### src/hdl/fafw_pkg.sv
// ----------------------------------------------------------------------------
// fafw_pkg
// Shared types, codes and helpers of the fully associative write-through
// cache: access kinds, back-end states, queue entry and control structs.
// ----------------------------------------------------------------------------
package fafw_pkg;

  localparam int unsigned BLK_W       = 5;
  localparam int unsigned SEL_W       = 2;
  localparam int unsigned BYTE_W      = 8;
  localparam int unsigned COUNT_W     = 16;
  localparam int unsigned LINE_OUT_W  = 3;
  localparam int unsigned QUEUE_DEPTH = 2;

  localparam logic [COUNT_W-1:0] COUNT_MAX = '1;

  typedef enum logic {
    FUNC_READ  = 1'b0,
    FUNC_WRITE = 1'b1
  } func_e;

  typedef enum logic [1:0] {
    ST_CLEAR,
    ST_LOOKUP,
    ST_UPDATE
  } back_state_e;

  // classified request as it sits in the queue
  typedef struct packed {
    func_e             func;
    logic [BLK_W-1:0]  blk;
    logic [SEL_W-1:0]  sel;
    logic              in_range;
    logic [BYTE_W-1:0] value;
  } req_t;

  typedef struct packed {
    logic valid;
    req_t req;
  } queue_out_t;

  typedef struct packed {
    logic pop;
    logic clearing;
  } back_ctl_t;

  function automatic logic [COUNT_W-1:0] sat_inc(input logic [COUNT_W-1:0] v);
    sat_inc = (v == COUNT_MAX) ? v : v + 1'b1;
  endfunction

endpackage

### src/hdl/fafw_if.sv
// ----------------------------------------------------------------------------
// fafw_if
// Valid/ready channels of the cache: request channel and response channel.
// ----------------------------------------------------------------------------
interface fafw_in_if;
  logic       valid;
  logic       ready;
  logic       func;
  logic [4:0] block_address;
  logic [1:0] word_select;
  logic [7:0] write_value;

  modport source (output valid, func, block_address, word_select, write_value,
                  input ready);
  modport sink   (input valid, func, block_address, word_select, write_value,
                  output ready);
endinterface

interface fafw_out_if;
  logic        valid;
  logic        ready;
  logic        hit;
  logic [2:0]  line_index;
  logic        line_mark;
  logic [4:0]  line_tag;
  logic [7:0]  data;
  logic [15:0] read_hits;
  logic [15:0] read_misses;
  logic [15:0] write_hits;
  logic [15:0] write_misses;

  modport source (output valid, hit, line_index, line_mark, line_tag, data,
                  read_hits, read_misses, write_hits, write_misses,
                  input ready);
  modport sink   (input valid, hit, line_index, line_mark, line_tag, data,
                  read_hits, read_misses, write_hits, write_misses,
                  output ready);
endinterface

### src/hdl/fully_assoc_cache_fifo_write_through.sv
// ----------------------------------------------------------------------------
// fully_assoc_cache_fifo_write_through
// Fully associative cache with FIFO replacement, write-allocate and
// write-through, in front of a main memory of MEMORY_BLOCKS blocks. Each
// request transaction returns one response transaction with hit, line index,
// mark, tag, selected byte and saturating read/write hit/miss counters.
// After reset the block loads main memory with its start contents and takes
// no request until then. Each access then passes through the back-end
// sequencer's lookup state (tag compare, main memory read) and its update
// state (line update, write-through, response load; waits while an untaken
// response is held). A two-entry request queue and the response register
// let the request and response sides stall independently.
// ----------------------------------------------------------------------------
module fully_assoc_cache_fifo_write_through #(
  parameter int unsigned CACHE_LINES    = 8,
  parameter int unsigned MEMORY_BLOCKS  = 32,
  parameter int unsigned BYTES_PER_LINE = 4
) (
  input  logic        clk_i,
  input  logic        rst_ni,
  fafw_in_if.sink     req_i,
  fafw_out_if.source  rsp_o
);

  fafw_pkg::queue_out_t head;
  fafw_pkg::back_ctl_t  ctl;

  fafw_front #(
    .MEMORY_BLOCKS  (MEMORY_BLOCKS),
    .BYTES_PER_LINE (BYTES_PER_LINE)
  ) u_front (
    .clk_i  (clk_i),
    .rst_ni (rst_ni),
    .req_i  (req_i),
    .ctl_i  (ctl),
    .head_o (head)
  );

  fafw_back #(
    .CACHE_LINES    (CACHE_LINES),
    .MEMORY_BLOCKS  (MEMORY_BLOCKS),
    .BYTES_PER_LINE (BYTES_PER_LINE)
  ) u_back (
    .clk_i  (clk_i),
    .rst_ni (rst_ni),
    .head_i (head),
    .ctl_o  (ctl),
    .rsp_o  (rsp_o)
  );

endmodule

### src/hdl/fafw_front.sv
// ----------------------------------------------------------------------------
// fafw_front
// Accepts request transactions, classifies them (access kind, byte select
// folded into the line, block range check) and queues them for the back end.
// ----------------------------------------------------------------------------
module fafw_front #(
  parameter int unsigned MEMORY_BLOCKS  = 32,
  parameter int unsigned BYTES_PER_LINE = 4
) (
  input  logic                   clk_i,
  input  logic                   rst_ni,
  fafw_in_if.sink                req_i,
  input  fafw_pkg::back_ctl_t    ctl_i,
  output fafw_pkg::queue_out_t   head_o
);

  localparam int unsigned PtrW = $clog2(fafw_pkg::QUEUE_DEPTH);
  localparam int unsigned CntW = $clog2(fafw_pkg::QUEUE_DEPTH + 1);

  fafw_pkg::req_t                  q_mem_q [fafw_pkg::QUEUE_DEPTH];
  logic [PtrW-1:0]                 wr_ptr_q, rd_ptr_q;
  logic [CntW-1:0]                 cnt_q;
  logic [fafw_pkg::SEL_W-1:0]      sel_norm;
  fafw_pkg::req_t                  req_new;
  logic                            push, pop;

  always_comb begin
    if (BYTES_PER_LINE == 1) begin
      sel_norm = '0;
    end else if (32'(req_i.word_select) < BYTES_PER_LINE) begin
      sel_norm = req_i.word_select;
    end else begin
      sel_norm = fafw_pkg::SEL_W'(32'(req_i.word_select) - BYTES_PER_LINE);
    end
  end

  always_comb begin
    req_new.func     = fafw_pkg::func_e'(req_i.func);
    req_new.blk      = req_i.block_address;
    req_new.sel      = sel_norm;
    req_new.in_range = 32'(req_i.block_address) < MEMORY_BLOCKS;
    req_new.value    = req_i.write_value;
  end

  assign req_i.ready  = (cnt_q != CntW'(fafw_pkg::QUEUE_DEPTH)) && !ctl_i.clearing;
  assign push         = req_i.valid && req_i.ready;
  assign head_o.valid = cnt_q != '0;
  assign head_o.req   = q_mem_q[rd_ptr_q];
  assign pop          = ctl_i.pop && head_o.valid;

  always_ff @(posedge clk_i) begin
    if (push) begin
      q_mem_q[wr_ptr_q] <= req_new;
    end
  end

  always_ff @(posedge clk_i or negedge rst_ni) begin
    if (!rst_ni) begin
      wr_ptr_q <= '0;
      rd_ptr_q <= '0;
      cnt_q    <= '0;
    end else begin
      if (push) begin
        wr_ptr_q <= (wr_ptr_q == PtrW'(fafw_pkg::QUEUE_DEPTH - 1)) ? '0 : wr_ptr_q + 1'b1;
      end
      if (pop) begin
        rd_ptr_q <= (rd_ptr_q == PtrW'(fafw_pkg::QUEUE_DEPTH - 1)) ? '0 : rd_ptr_q + 1'b1;
      end
      cnt_q <= cnt_q + CntW'(push) - CntW'(pop);
    end
  end

endmodule

### src/hdl/fafw_back.sv
// ----------------------------------------------------------------------------
// fafw_back
// Carries out queued accesses: tag lookup over all lines, line fill from main
// memory, byte write with write-through, FIFO pointer, hit/miss counters and
// the response register. Clears main memory to its start contents after reset.
// ----------------------------------------------------------------------------
module fafw_back #(
  parameter int unsigned CACHE_LINES    = 8,
  parameter int unsigned MEMORY_BLOCKS  = 32,
  parameter int unsigned BYTES_PER_LINE = 4
) (
  input  logic                   clk_i,
  input  logic                   rst_ni,
  input  fafw_pkg::queue_out_t   head_i,
  output fafw_pkg::back_ctl_t    ctl_o,
  fafw_out_if.source             rsp_o
);

  localparam int unsigned LineW = $clog2(CACHE_LINES);
  localparam int unsigned TagW  = (LineW > fafw_pkg::BLK_W) ? LineW : fafw_pkg::BLK_W;
  localparam int unsigned MemAw = $clog2(MEMORY_BLOCKS);
  localparam int unsigned SelW  = (BYTES_PER_LINE > 1) ? $clog2(BYTES_PER_LINE) : 1;
  localparam int unsigned BW    = fafw_pkg::BYTE_W;
  localparam int unsigned MemW  = BYTES_PER_LINE * BW + 1;
  localparam int unsigned CW    = fafw_pkg::COUNT_W;

  fafw_pkg::back_state_e state_q, state_d;

  // main memory, mark in the top bit
  logic [MemW-1:0]  mem_q [MEMORY_BLOCKS];
  logic [MemW-1:0]  mem_rdata_q;
  logic             mem_we, mem_re;
  logic [MemAw-1:0] mem_wa, mem_ra;
  logic [MemW-1:0]  mem_wd;
  logic [MemAw-1:0] clr_cnt_q;

  logic [TagW-1:0]  line_tags_q  [CACHE_LINES];
  logic             line_marks_q [CACHE_LINES];
  logic [BW-1:0]    line_bytes_q [CACHE_LINES][BYTES_PER_LINE];
  logic [LineW-1:0] ptr_q;

  logic [CW-1:0]    rd_hit_cnt_q, rd_miss_cnt_q, wr_hit_cnt_q, wr_miss_cnt_q;
  logic [CW-1:0]    rd_hit_cnt_d, rd_miss_cnt_d, wr_hit_cnt_d, wr_miss_cnt_d;

  fafw_pkg::req_t   cur_q;
  logic             hit_q;
  logic [LineW-1:0] line_q;

  logic             match_hit;
  logic [LineW-1:0] match_line;

  logic             fire, is_write, valid_line, line_we, wt_en;
  logic [LineW-1:0] tgt_line;
  logic [TagW-1:0]  new_tag;
  logic             new_mark;
  logic [BW-1:0]    new_bytes [BYTES_PER_LINE];
  logic [SelW-1:0]  sel_idx;

  logic             out_valid_q;
  logic             out_hit_q, out_mark_q;
  logic [2:0]       out_line_q;
  logic [4:0]       out_tag_q;
  logic [7:0]       out_data_q;
  logic [CW-1:0]    out_rh_q, out_rm_q, out_wh_q, out_wm_q;

  // lookup, lowest matching line wins
  always_comb begin
    match_hit  = 1'b0;
    match_line = '0;
    for (int j = CACHE_LINES - 1; j >= 0; j--) begin
      if (line_tags_q[j] == TagW'(head_i.req.blk)) begin
        match_hit  = 1'b1;
        match_line = LineW'(j);
      end
    end
  end

  // update datapath
  assign fire       = (state_q == fafw_pkg::ST_UPDATE) && (!out_valid_q || rsp_o.ready);
  assign is_write   = cur_q.func == fafw_pkg::FUNC_WRITE;
  assign valid_line = hit_q || cur_q.in_range;
  assign tgt_line   = hit_q ? line_q : ptr_q;
  assign sel_idx    = SelW'(cur_q.sel);

  always_comb begin
    if (hit_q) begin
      new_tag  = line_tags_q[line_q];
      new_mark = line_marks_q[line_q];
      for (int i = 0; i < BYTES_PER_LINE; i++) begin
        new_bytes[i] = line_bytes_q[line_q][i];
      end
    end else begin
      new_tag  = TagW'(cur_q.blk);
      new_mark = mem_rdata_q[MemW-1];
      for (int i = 0; i < BYTES_PER_LINE; i++) begin
        new_bytes[i] = mem_rdata_q[i*BW +: BW];
      end
    end
    if (is_write) begin
      new_mark          = 1'b1;
      new_bytes[sel_idx] = cur_q.value;
    end
  end

  assign line_we = fire && valid_line;
  assign wt_en   = fire && valid_line && is_write && (32'(new_tag) < MEMORY_BLOCKS);

  always_comb begin
    rd_hit_cnt_d  = rd_hit_cnt_q;
    rd_miss_cnt_d = rd_miss_cnt_q;
    wr_hit_cnt_d  = wr_hit_cnt_q;
    wr_miss_cnt_d = wr_miss_cnt_q;
    case ({is_write, hit_q})
      2'b01:   rd_hit_cnt_d  = fafw_pkg::sat_inc(rd_hit_cnt_q);
      2'b00:   rd_miss_cnt_d = fafw_pkg::sat_inc(rd_miss_cnt_q);
      2'b11:   wr_hit_cnt_d  = fafw_pkg::sat_inc(wr_hit_cnt_q);
      default: wr_miss_cnt_d = fafw_pkg::sat_inc(wr_miss_cnt_q);
    endcase
  end

  // sequencer
  always_ff @(posedge clk_i or negedge rst_ni) begin
    if (!rst_ni) begin
      state_q <= fafw_pkg::ST_CLEAR;
    end else begin
      state_q <= state_d;
    end
  end

  always_comb begin
    state_d        = state_q;
    ctl_o.pop      = 1'b0;
    ctl_o.clearing = state_q == fafw_pkg::ST_CLEAR;
    mem_we         = 1'b0;
    mem_wa         = clr_cnt_q;
    mem_wd         = '0;
    mem_re         = 1'b0;
    mem_ra         = MemAw'(head_i.req.blk);
    unique case (state_q)
      fafw_pkg::ST_CLEAR: begin
        mem_we = 1'b1;
        for (int i = 0; i < BYTES_PER_LINE; i++) begin
          mem_wd[i*BW +: BW] = BW'(32'(clr_cnt_q) * BYTES_PER_LINE + i);
        end
        if (clr_cnt_q == MemAw'(MEMORY_BLOCKS - 1)) begin
          state_d = fafw_pkg::ST_LOOKUP;
        end
      end
      fafw_pkg::ST_LOOKUP: begin
        if (head_i.valid) begin
          ctl_o.pop = 1'b1;
          mem_re    = head_i.req.in_range;
          state_d   = fafw_pkg::ST_UPDATE;
        end
      end
      fafw_pkg::ST_UPDATE: begin
        if (fire) begin
          mem_we  = wt_en;
          mem_wa  = MemAw'(new_tag);
          mem_wd[MemW-1] = new_mark;
          for (int i = 0; i < BYTES_PER_LINE; i++) begin
            mem_wd[i*BW +: BW] = new_bytes[i];
          end
          state_d = fafw_pkg::ST_LOOKUP;
        end
      end
      default: state_d = fafw_pkg::ST_CLEAR;
    endcase
  end

  always_ff @(posedge clk_i) begin
    if (mem_we) begin
      mem_q[mem_wa] <= mem_wd;
    end
    if (mem_re) begin
      mem_rdata_q <= mem_q[mem_ra];
    end
  end

  always_ff @(posedge clk_i or negedge rst_ni) begin
    if (!rst_ni) begin
      clr_cnt_q <= '0;
    end else if (state_q == fafw_pkg::ST_CLEAR) begin
      clr_cnt_q <= clr_cnt_q + 1'b1;
    end
  end

  // lookup result and request hold
  always_ff @(posedge clk_i) begin
    if (ctl_o.pop) begin
      cur_q  <= head_i.req;
      hit_q  <= match_hit;
      line_q <= match_line;
    end
  end

  // line state, pointer, counters
  always_ff @(posedge clk_i or negedge rst_ni) begin
    if (!rst_ni) begin
      for (int j = 0; j < CACHE_LINES; j++) begin
        line_tags_q[j]  <= TagW'(j);
        line_marks_q[j] <= 1'b0;
        for (int i = 0; i < BYTES_PER_LINE; i++) begin
          line_bytes_q[j][i] <= BW'(j * BYTES_PER_LINE + i);
        end
      end
      ptr_q         <= '0;
      rd_hit_cnt_q  <= '0;
      rd_miss_cnt_q <= '0;
      wr_hit_cnt_q  <= '0;
      wr_miss_cnt_q <= '0;
    end else begin
      if (line_we) begin
        line_tags_q[tgt_line]  <= new_tag;
        line_marks_q[tgt_line] <= new_mark;
        for (int i = 0; i < BYTES_PER_LINE; i++) begin
          line_bytes_q[tgt_line][i] <= new_bytes[i];
        end
      end
      if (fire && !hit_q && cur_q.in_range) begin
        ptr_q <= (ptr_q == LineW'(CACHE_LINES - 1)) ? '0 : ptr_q + 1'b1;
      end
      if (fire) begin
        rd_hit_cnt_q  <= rd_hit_cnt_d;
        rd_miss_cnt_q <= rd_miss_cnt_d;
        wr_hit_cnt_q  <= wr_hit_cnt_d;
        wr_miss_cnt_q <= wr_miss_cnt_d;
      end
    end
  end

  // response register
  always_ff @(posedge clk_i or negedge rst_ni) begin
    if (!rst_ni) begin
      out_valid_q <= 1'b0;
    end else if (fire) begin
      out_valid_q <= 1'b1;
    end else if (rsp_o.ready) begin
      out_valid_q <= 1'b0;
    end
  end

  always_ff @(posedge clk_i) begin
    if (fire) begin
      out_hit_q  <= hit_q;
      out_line_q <= 3'(tgt_line);
      out_mark_q <= valid_line ? new_mark : 1'b0;
      out_tag_q  <= valid_line ? 5'(new_tag) : 5'd0;
      out_data_q <= valid_line ? new_bytes[sel_idx] : 8'd0;
      out_rh_q   <= rd_hit_cnt_d;
      out_rm_q   <= rd_miss_cnt_d;
      out_wh_q   <= wr_hit_cnt_d;
      out_wm_q   <= wr_miss_cnt_d;
    end
  end

  assign rsp_o.valid        = out_valid_q;
  assign rsp_o.hit          = out_hit_q;
  assign rsp_o.line_index   = out_line_q;
  assign rsp_o.line_mark    = out_mark_q;
  assign rsp_o.line_tag     = out_tag_q;
  assign rsp_o.data         = out_data_q;
  assign rsp_o.read_hits    = out_rh_q;
  assign rsp_o.read_misses  = out_rm_q;
  assign rsp_o.write_hits   = out_wh_q;
  assign rsp_o.write_misses = out_wm_q;

  a_no_rw_collision: assert property (@(posedge clk_i) disable iff (!rst_ni)
    !(mem_we && mem_re))
    else $error("main memory read and write in the same cycle");

  a_ptr_range: assert property (@(posedge clk_i) disable iff (!rst_ni)
    32'(ptr_q) < CACHE_LINES)
    else $error("replacement pointer out of range");

  a_hit_tag: assert property (@(posedge clk_i) disable iff (!rst_ni)
    (state_q == fafw_pkg::ST_UPDATE && hit_q) |->
      line_tags_q[line_q] == TagW'(cur_q.blk))
    else $error("hit line does not hold the requested tag");

  a_clear_quiet: assert property (@(posedge clk_i) disable iff (!rst_ni)
    (state_q == fafw_pkg::ST_CLEAR) |-> (!out_valid_q && !ctl_o.pop))
    else $error("transaction activity during memory clear");

  a_count_monotonic: assert property (@(posedge clk_i) disable iff (!rst_ni)
    1'b1 |=> (rd_hit_cnt_q >= $past(rd_hit_cnt_q) &&
              wr_miss_cnt_q >= $past(wr_miss_cnt_q)))
    else $error("hit/miss counter went backwards");

endmodule

### src/flat_wrapper.sv
// flat-port wrapper written by rule: the top's interface ports become plain ports
module fully_assoc_cache_fifo_write_through_flat 
#(
  parameter int unsigned CACHE_LINES    = 8,
  parameter int unsigned MEMORY_BLOCKS  = 32,
  parameter int unsigned BYTES_PER_LINE = 4
)
  (clk_i, rst_ni, req_i_valid, req_i_func, req_i_block_address, req_i_word_select, req_i_write_value, req_i_ready, rsp_o_valid, rsp_o_hit, rsp_o_line_index, rsp_o_line_mark, rsp_o_line_tag, rsp_o_data, rsp_o_read_hits, rsp_o_read_misses, rsp_o_write_hits, rsp_o_write_misses, rsp_o_ready);
  fafw_in_if req_i_i ();
  fafw_out_if rsp_o_i ();
  input  logic clk_i;
  input  logic rst_ni;
  input wire logic [$bits(req_i_i.valid)-1:0] req_i_valid;
  input wire logic [$bits(req_i_i.func)-1:0] req_i_func;
  input wire logic [$bits(req_i_i.block_address)-1:0] req_i_block_address;
  input wire logic [$bits(req_i_i.word_select)-1:0] req_i_word_select;
  input wire logic [$bits(req_i_i.write_value)-1:0] req_i_write_value;
  output wire logic [$bits(req_i_i.ready)-1:0] req_i_ready;
  output wire logic [$bits(rsp_o_i.valid)-1:0] rsp_o_valid;
  output wire logic [$bits(rsp_o_i.hit)-1:0] rsp_o_hit;
  output wire logic [$bits(rsp_o_i.line_index)-1:0] rsp_o_line_index;
  output wire logic [$bits(rsp_o_i.line_mark)-1:0] rsp_o_line_mark;
  output wire logic [$bits(rsp_o_i.line_tag)-1:0] rsp_o_line_tag;
  output wire logic [$bits(rsp_o_i.data)-1:0] rsp_o_data;
  output wire logic [$bits(rsp_o_i.read_hits)-1:0] rsp_o_read_hits;
  output wire logic [$bits(rsp_o_i.read_misses)-1:0] rsp_o_read_misses;
  output wire logic [$bits(rsp_o_i.write_hits)-1:0] rsp_o_write_hits;
  output wire logic [$bits(rsp_o_i.write_misses)-1:0] rsp_o_write_misses;
  input wire logic [$bits(rsp_o_i.ready)-1:0] rsp_o_ready;
  assign req_i_i.valid = req_i_valid;
  assign req_i_i.func = req_i_func;
  assign req_i_i.block_address = req_i_block_address;
  assign req_i_i.word_select = req_i_word_select;
  assign req_i_i.write_value = req_i_write_value;
  assign req_i_ready = req_i_i.ready;
  assign rsp_o_valid = rsp_o_i.valid;
  assign rsp_o_hit = rsp_o_i.hit;
  assign rsp_o_line_index = rsp_o_i.line_index;
  assign rsp_o_line_mark = rsp_o_i.line_mark;
  assign rsp_o_line_tag = rsp_o_i.line_tag;
  assign rsp_o_data = rsp_o_i.data;
  assign rsp_o_read_hits = rsp_o_i.read_hits;
  assign rsp_o_read_misses = rsp_o_i.read_misses;
  assign rsp_o_write_hits = rsp_o_i.write_hits;
  assign rsp_o_write_misses = rsp_o_i.write_misses;
  assign rsp_o_i.ready = rsp_o_ready;
  fully_assoc_cache_fifo_write_through #(.CACHE_LINES(CACHE_LINES), .MEMORY_BLOCKS(MEMORY_BLOCKS), .BYTES_PER_LINE(BYTES_PER_LINE)) u_core (.clk_i(clk_i), .rst_ni(rst_ni), .req_i(req_i_i), .rsp_o(rsp_o_i));
endmodule
### config.mk
export PLATFORM = sky130hd
export DESIGN_NAME = fully_assoc_cache_fifo_write_through_flat
export DESIGN_NICKNAME = d
export VERILOG_FILES = /design/src/hdl/fafw_pkg.sv /design/src/hdl/fafw_if.sv /design/src/hdl/fully_assoc_cache_fifo_write_through.sv /design/src/hdl/fafw_front.sv /design/src/hdl/fafw_back.sv /design/src/flat_wrapper.sv
export SDC_FILE = /design/constraint.sdc
export NUM_CORES = 2
export LEC_CHECK = 0
export ABC_AREA = 0
export BUFFER_PORTS_ARGS = -buffer_cell sky130_fd_sc_hd__buf_2
export CAP_MARGIN = 5
export CORE_ASPECT_RATIO = 1.25
export CORE_UTILIZATION = 30
export CTS_CLUSTER_SIZE = 14
export DETAILED_ROUTE_END_ITERATION = 8
export SLEW_MARGIN = 40
export SYNTH_ARGS = -nofsm -noshare
export SYNTH_HDL_FRONTEND = slang
export SYNTH_SLANG_ARGS = --single-unit
### constraint.sdc
create_clock -name clk_i -period 8.4 [get_ports clk_i]
set_input_delay 0 -clock clk_i [delete_from_list [all_inputs] [get_ports clk_i]]
set_output_delay 0 -clock clk_i [all_outputs]
set_load 0.02 [all_outputs]
-- Yosys cells after proc, flatten, opt, wreduce, memory -nomap -nowiden
Memories as Yosys holds them, arrays and structs flattened. A register that Yosys moved wholly into a read port is not among the register bits.
Cells that the tools add are included.
- register bits after elaboration: 486
- RAM bits: 1088
- output and inout port bits: 84
- logic and storage cells: 225
- memories kept: 2
- add/sub/neg operators: 13
- magnitude comparators: 5
- eq/ne operators: 22
- mux-type cells: 79
- bitwise logic cells: 3
- reductions and logical operators: 24
- memories (memory ; depth ; width ; rd ports ; clocked after Yosys merged registers in ; wr ports ; line ; source):
    u_core.u_back.mem_q ; 32 ; 33 ; 1 ; 1 ; 1 ; fafw_back.sv:30 ; logic [MemW-1:0] mem_q [MEMORY_BLOCKS];
    u_core.u_front.q_mem_q ; 2 ; 16 ; 1 ; 0 ; 1 ; fafw_front.sv:20 ; fafw_pkg::req_t q_mem_q [fafw_pkg::QUEUE_DEPTH];
- operators by type and width (cell ; number):
    $bwmux W256 ; 4
    $demux W32 S3 ; 4
    $mux W32 ; 5
    $mux W16 ; 9
    $bmux W32 S3 ; 1
    $add A16 B1 Y16 const B ; 4
    $eq A16 B16 Y1 const B ; 4
    $pmux W32 S2 ; 1
    $bwmux W40 ; 1
    $eq A5 B5 Y1 ; 8
    $mux W33 ; 1
    $bwmux W32 ; 1
    $mux W8 ; 4
    $mux W5 ; 6
    $mux W24 ; 1
    $mux W1 ; 21
    $mux W3 ; 6
    $add A7 B2 Y8 const B ; 2
    $bmux W8 S2 ; 1
    $demux W8 S2 ; 1
    $bmux W5 S3 ; 1
    $demux W5 S3 ; 1
    $logic_and A1 B1 Y1 ; 10
    $mux W2 ; 5
    other kinds (32) ; 44

-- Longest topological paths before layout
- depth after elaboration: 11
- mapped depth: 11

-- Hierarchy
Synthesis repeated with hierarchy kept, for this count alone.
- cell total of the unflattened synthesis: 3522
- area total of the unflattened synthesis: 65801.9 um^2
- modules (own cells, without submodules) (module ; times used ; cells each ; area each (um^2) ; sequential area each (um^2)):
    fafw_back ; 1 ; 3450 ; 64415.5 ; 45393.5
    fafw_front ; 1 ; 72 ; 1386.3 ; 1061.0

-- Worst setup path after synthesis
Ideal clock, no wire load.
- path type: reg-to-reg
- start: reg u_core.u_back.state_q[1]
- end: reg u_core.u_front.cnt_q[1]
- library setup time: 0.080 ns
- data arrival time: 5.819 ns
- data required time: 8.320 ns
- setup slack: 2.501 ns
- stages on the path, launching flop included: 8
- buffers on the path: 1
- cells stage by stage: dfrtp_1 clkbuf_1 nor3b_1 ha_1 inv_1 ha_1 xnor2_1 xnor2_1
- cells in the longest elaborated chain, start to end: 6
- elaborated cells on any way between the ends: 9
- those cells by class: add/sub: 2; eq/ne: 1; mux: 1; reduce/logical: 5
- RTL lines (what ; line ; source):
    start, declared ; fafw_back.sv:27 ; fafw_pkg::back_state_e state_q, state_d;
    start signal, assigned ; fafw_back.sv:124 ; state_q <= fafw_pkg::ST_CLEAR;
    start signal, assigned ; fafw_back.sv:126 ; state_q <= state_d;
    $logic_not A2 Y1 ; fafw_back.sv:133 ; ctl_o.clearing = state_q == fafw_pkg::ST_CLEAR;
    $logic_not A1 Y1 ; fafw_front.sv:45 ; assign req_i.ready = (cnt_q != CntW'(fafw_pkg::QUEUE_DEPTH)) && !ctl_i.clearing;
    $logic_and A1 B1 Y1 ; fafw_front.sv:45 ;
    $logic_and A1 B1 Y1 ; fafw_front.sv:46 ; assign push = req_i.valid && req_i.ready;
    $add A2 B1 Y2 ; fafw_front.sv:69 ; cnt_q <= cnt_q + CntW'(push) - CntW'(pop);
    $sub A2 B1 Y2 (*) ; fafw_front.sv:69 ;
    end signal, assigned ; fafw_front.sv:69 ;
    end, declared ; fafw_front.sv:22 ; logic [CntW-1:0] cnt_q;
Every way passes the cells marked *; elsewhere a longest branch is shown, timed or not.
A chain may end at the register's enable or synchronous reset.

-- Worst setup path in the final report
- start: reg u_core.u_back.line_q[0]
- end: mem u_core.u_back.mem_q[24][2] (netlist bit) (enable)
- cells in the longest elaborated chain, start to end: 7
- RTL lines (what ; line ; source):
    start, declared ; fafw_back.sv:47 ; logic [LineW-1:0] line_q;
    start signal, assigned ; fafw_back.sv:193 ; line_q <= match_line;
    $not A3 Y4 (not written as such) ; fafw_back.sv:87 ; new_tag = line_tags_q[line_q];
    $bmux W5 S3 ; fafw_back.sv:87 ;
    $mux W5 (not written as such) (2 in series) ; fafw_back.sv:87 ;
    $mux W5 ; fafw_back.sv:86 ; if (hit_q) begin
    net u_core.u_back.new_tag[1] ; fafw_back.sv:54 ; logic [TagW-1:0] new_tag;
    $mux W5 ; fafw_back.sv:157 ; if (fire) begin
    $mux W5 ; fafw_back.sv:139 ; unique case (state_q)
    end, declared ; fafw_back.sv:30 ;
The timed path passes the listed nets, and every way through them passes these cells. The select of a mux whose other input is x is not followed.

==> impl_metrics.toml <==
[global_route]
antenna_found_initial = 4
grt_pass1_vias = 43100
grtUsageTotal_pct = 15.9
grt_max_degree = 180
grt-ovfl-total = 0
grt_pass1_wl_mm = 278

[critical_path]
r2r_start = "u_core.u_back.line_q[0]$_SDFFCE_PP0P_"
path_common_cell = "buf_4"
timing.setup.critical_path_class = "flip-flop to flip-flop"
timing.rr.end = "u_core.u_back.mem_q[24][2]$_DFFE_PP_"
required_ns = 8.84
r2r_slack_ns = 4.14
start_kind = "flip-flop"
path_cells = "buf_4 -> mux4_2 -> mux2i_1 -> a21o_1 -> inv_1 -> nor3_1 -> nor2_1 -> buf_4 -> nor2_4 -> buf_4"
worstPathArrival_ns = 4.71
ff2ff_path_depth = 10
endpoint_kind = "flip-flop"
worstPathMaxFanout = 33
slowest_stage = "mux4_2"
cp_slowest_stage_delay_ns = 0.60

[timing]
finClkSkew_ns = 0.0403
slew_headroom_pct = 38.5
worst_pin_slew_ns = 0.923
rsz0062_at_grt = "no"
min_period_over_period_pct = 50.8
fmax_ghz = 0.234
setup_viol = 0
finalHoldViolCount = 0
setup_tns_ns = 0
timing.final.crit_period_ns = 4.26
hold_ws_ns = 0.124
drv_slew = 0

[drt]
ant_nets = 0
initialDrtViolationCount = 4189
finalWirelength_mm = 186
vias_per_cell = 5.18
drc = 0
wl_per_cell_um = 21.8
num_vias = 44200
first_pass_iters = 8

[clock_network]
clk_path_buf_depth = 3
cts_tree = "built"
clock_latency_ns = 0.83
path_clk_slew_ns = 0.06
cts_buffers = 158
numClockSinks = 1606
clockRootBuffer = "clkbuf_16"
post_cts_resized = 0
htreeDepth = 4

[synthesis]
ys_seq_area_share_pct = 67.9
netlist_area_um2 = 68400
async_flop_share_pct = 23.8
synth_seq_cells = 1606
ys.warnings.count = 0
yosysUniqueCellTypes = 60
syn_inst = 5398
synth_nets = 5428
synth_top_flop_cell = "edfxtp_1"
syn_area_per_cell_um2 = 12.7
synth_edf_count = 1223

[power_and_ir_drop]
leakage_nw = 27.0
vdd_drop_max_uv = 249
powerDensity_nw_per_um2 = 356
p_clk_share_pct = 25.1
p_seq_share_pct = 43.4
power.internal_mw = 17.9
finalPower_mw = 27.8
switching_power_mw = 9.93
swShare_pct = 35.7
combPwrFrac_pct = 31.6

[finish]
finalNetCount = 5469
drive_gt1_share_pct = 14.8
seq_area_um2 = 46400
multiInputGateArea_um2 = 20400
layout_commonest_cell = "edfxtp_1"
area.growth.synth_to_final_pct = 14.3
final_cell_mix = "1223 x edfxtp_1, 925 x nand2_1, 375 x nand3_1"
fin_util_pct = 34.6
fillerInstances = 21700

[place]
numPortBuffers = 103
gp_congestion = 0.804
place_hpwl_mm = 104

[die]
fp.coreArea_um2 = 226000
die_w_um = 429
die_area_um2 = 230000
pin_count = 104
initial_utilization_pct = 30.2
fp-row-count = 195
die_y_um = 536

[hold_path]
holdPathEnd = "u_core.u_front.wr_ptr_q$_DFFE_PN0P_"
hold-path-cell-count = 4
hp-class = "input pin to flip-flop"
min-delay-start = "req_i_valid"

[job]
cap_violations = 0

[outcome]
status = "finished, final reports clean"
## layer usage
layer  track usage, %  part of all wire (%)  vias up
met5                0                 0.012        -
met4             5.72                   3.2        4
met3             2.18                   5.7      327
met2             27.9                    51     1562
met1             19.8                    41    22200
li1                 -                     -    20100
## Yosys cell counts, drive strengths merged, types with 46 or more instances
cell type	count	share of area, %
a211oi	99	1.1
a21oi	410	3.2
a311oi	66	0.85
and3	48	0.44
buf	175	1.3
clkbuf	216	1.2
dfrtp	291	11
dfstp	92	3.5
edfxtp	1223	54
inv	100	0.55
mux2i	46	0.75
mux4	117	3.9
nand2	930	5.1
nand3	375	2.7
nor2	274	1.5
nor3	88	0.64
o211ai	67	0.74
o21a	69	0.76
o21ai	267	2.0
o22ai	70	0.64
xnor2	99	1.3
## metrics by stage
stage | worst slack [ns] | area, um^2 | instances
after detailed placement | 4.15 | 72500 | 8189
after CTS | 4.12 | 78000 | 8514
final | 4.14 | 78200 | 8524
after global placement | 3.88 | 72300 | 8182
after floorplan | 2.50 | 68400 | 5398
after global routing | 3.98 | 78200 | 8523
## registers in the layout, indices dropped and copies added (netlist names), 3 cells and up
name                              flops
u_core.u_back.ptr_q                   3
u_core.u_back.rsp_o.write_hits       16
u_core.u_back.rsp_o.write_misses     16
u_core.u_back.mem_rdata_q            33
u_core.u_front.q_mem_q               32
u_core.u_back.rd_miss_cnt_q          16
u_core.u_back.line_tags_q            40
u_core.u_back.cur_q                  13
u_core.u_back.rsp_o.read_hits        16
u_core.u_back.rd_hit_cnt_q           16
u_core.u_back.rsp_o.read_misses      16
u_core.u_back.rsp_o.line_index        3
u_core.u_back.mem_q                1056
u_core.u_back.clr_cnt_q               5
u_core.u_back.rsp_o.data              8
u_core.u_back.line_marks_q            8
u_core.u_back.wr_hit_cnt_q           16
u_core.u_back.wr_miss_cnt_q          16
u_core.u_back.rsp_o.line_tag          5
u_core.u_back.line_bytes_q          256
u_core.u_back.line_q                  3
## critical path, delay by kind of cell, from the launching register on
family,cells,cell delay [ns]
AO/OA/AOI/OAI,1,0.39
multiplexers,2,0.75
flip-flops,1,0.38
AND/OR/NAND/NOR,3,0.76
buffers and inverters,4,1.55
## timing repair
| item | in CTS | in global routing |
|---|---|---|
| hold buffers | 37 | 0 |
| setup buffers | 0 | 0 |
| hold endpoints to repair | 176 | 0 |
## cell families (layout without fill, tap and decap cells)
kind of cell               Yosys count  after routing  synth area share [%]
AOI/OAI and AO/OA                 1168           1168                  10.7
xor gates and xnor gates           140            140                  1.79
adders and majority gates           10             10                 0.183
buffers and inverters              492            661                  3.07
DFF                               1606           1606                  67.9
muxes                              199            199                  5.28
other                                0              2                     0
and+or+nand+nor                   1783           1783                  11.1
## power groups by stage
stage	clock (mW)	combinational, mW	sequential [mW]
after CTS	7.11	8.71	12.0
after global placement	0	8.40	12.1
final	6.96	8.77	12.1
after detailed placement	0	8.66	12.2
after floorplan	0	5.53	12.1
after global routing	7.39	9.53	12.2
## layout make-up
class | instances | area share, %
Clock buffer | 218 | 5.63
Sequential cell | 1606 | 59.4
Clock inverter | 70 | 0.861
Antenna cell | 2 | 0.00640
Tap cell | 2955 | 4.73
Timing Repair Buffer | 272 | 2.71
Multi-Input combinational cell | 3300 | 26.1
Inverter | 101 | 0.520
## worst max path at each step
stage	from	slack, ns	cells after the start	to
global route	u_core.u_back.line_q[0]$_SDFFCE_PP0P_	3.98	10	u_core.u_back.mem_q[28][4]$_DFFE_PP_
finish	u_core.u_back.line_q[0]$_SDFFCE_PP0P_	4.14	10	u_core.u_back.mem_q[24][2]$_DFFE_PP_
CTS	u_core.u_back.line_q[0]$_SDFFCE_PP0P_	4.12	10	u_core.u_back.mem_q[24][2]$_DFFE_PP_
global placement	u_core.u_back.line_q[0]$_SDFFCE_PP0P_	3.88	9	u_core.u_back.mem_q[22][20]$_DFFE_PP_
detailed placement	u_core.u_back.line_q[0]$_SDFFCE_PP0P_	4.15	10	u_core.u_back.mem_q[28][10]$_DFFE_PP_
floorplan	u_core.u_back.state_q[1]$_DFFE_PN0P_	2.50	7	u_core.u_front.cnt_q[1]$_DFF_PN0_
Note: power is estimated with default switching activity, not from simulation.
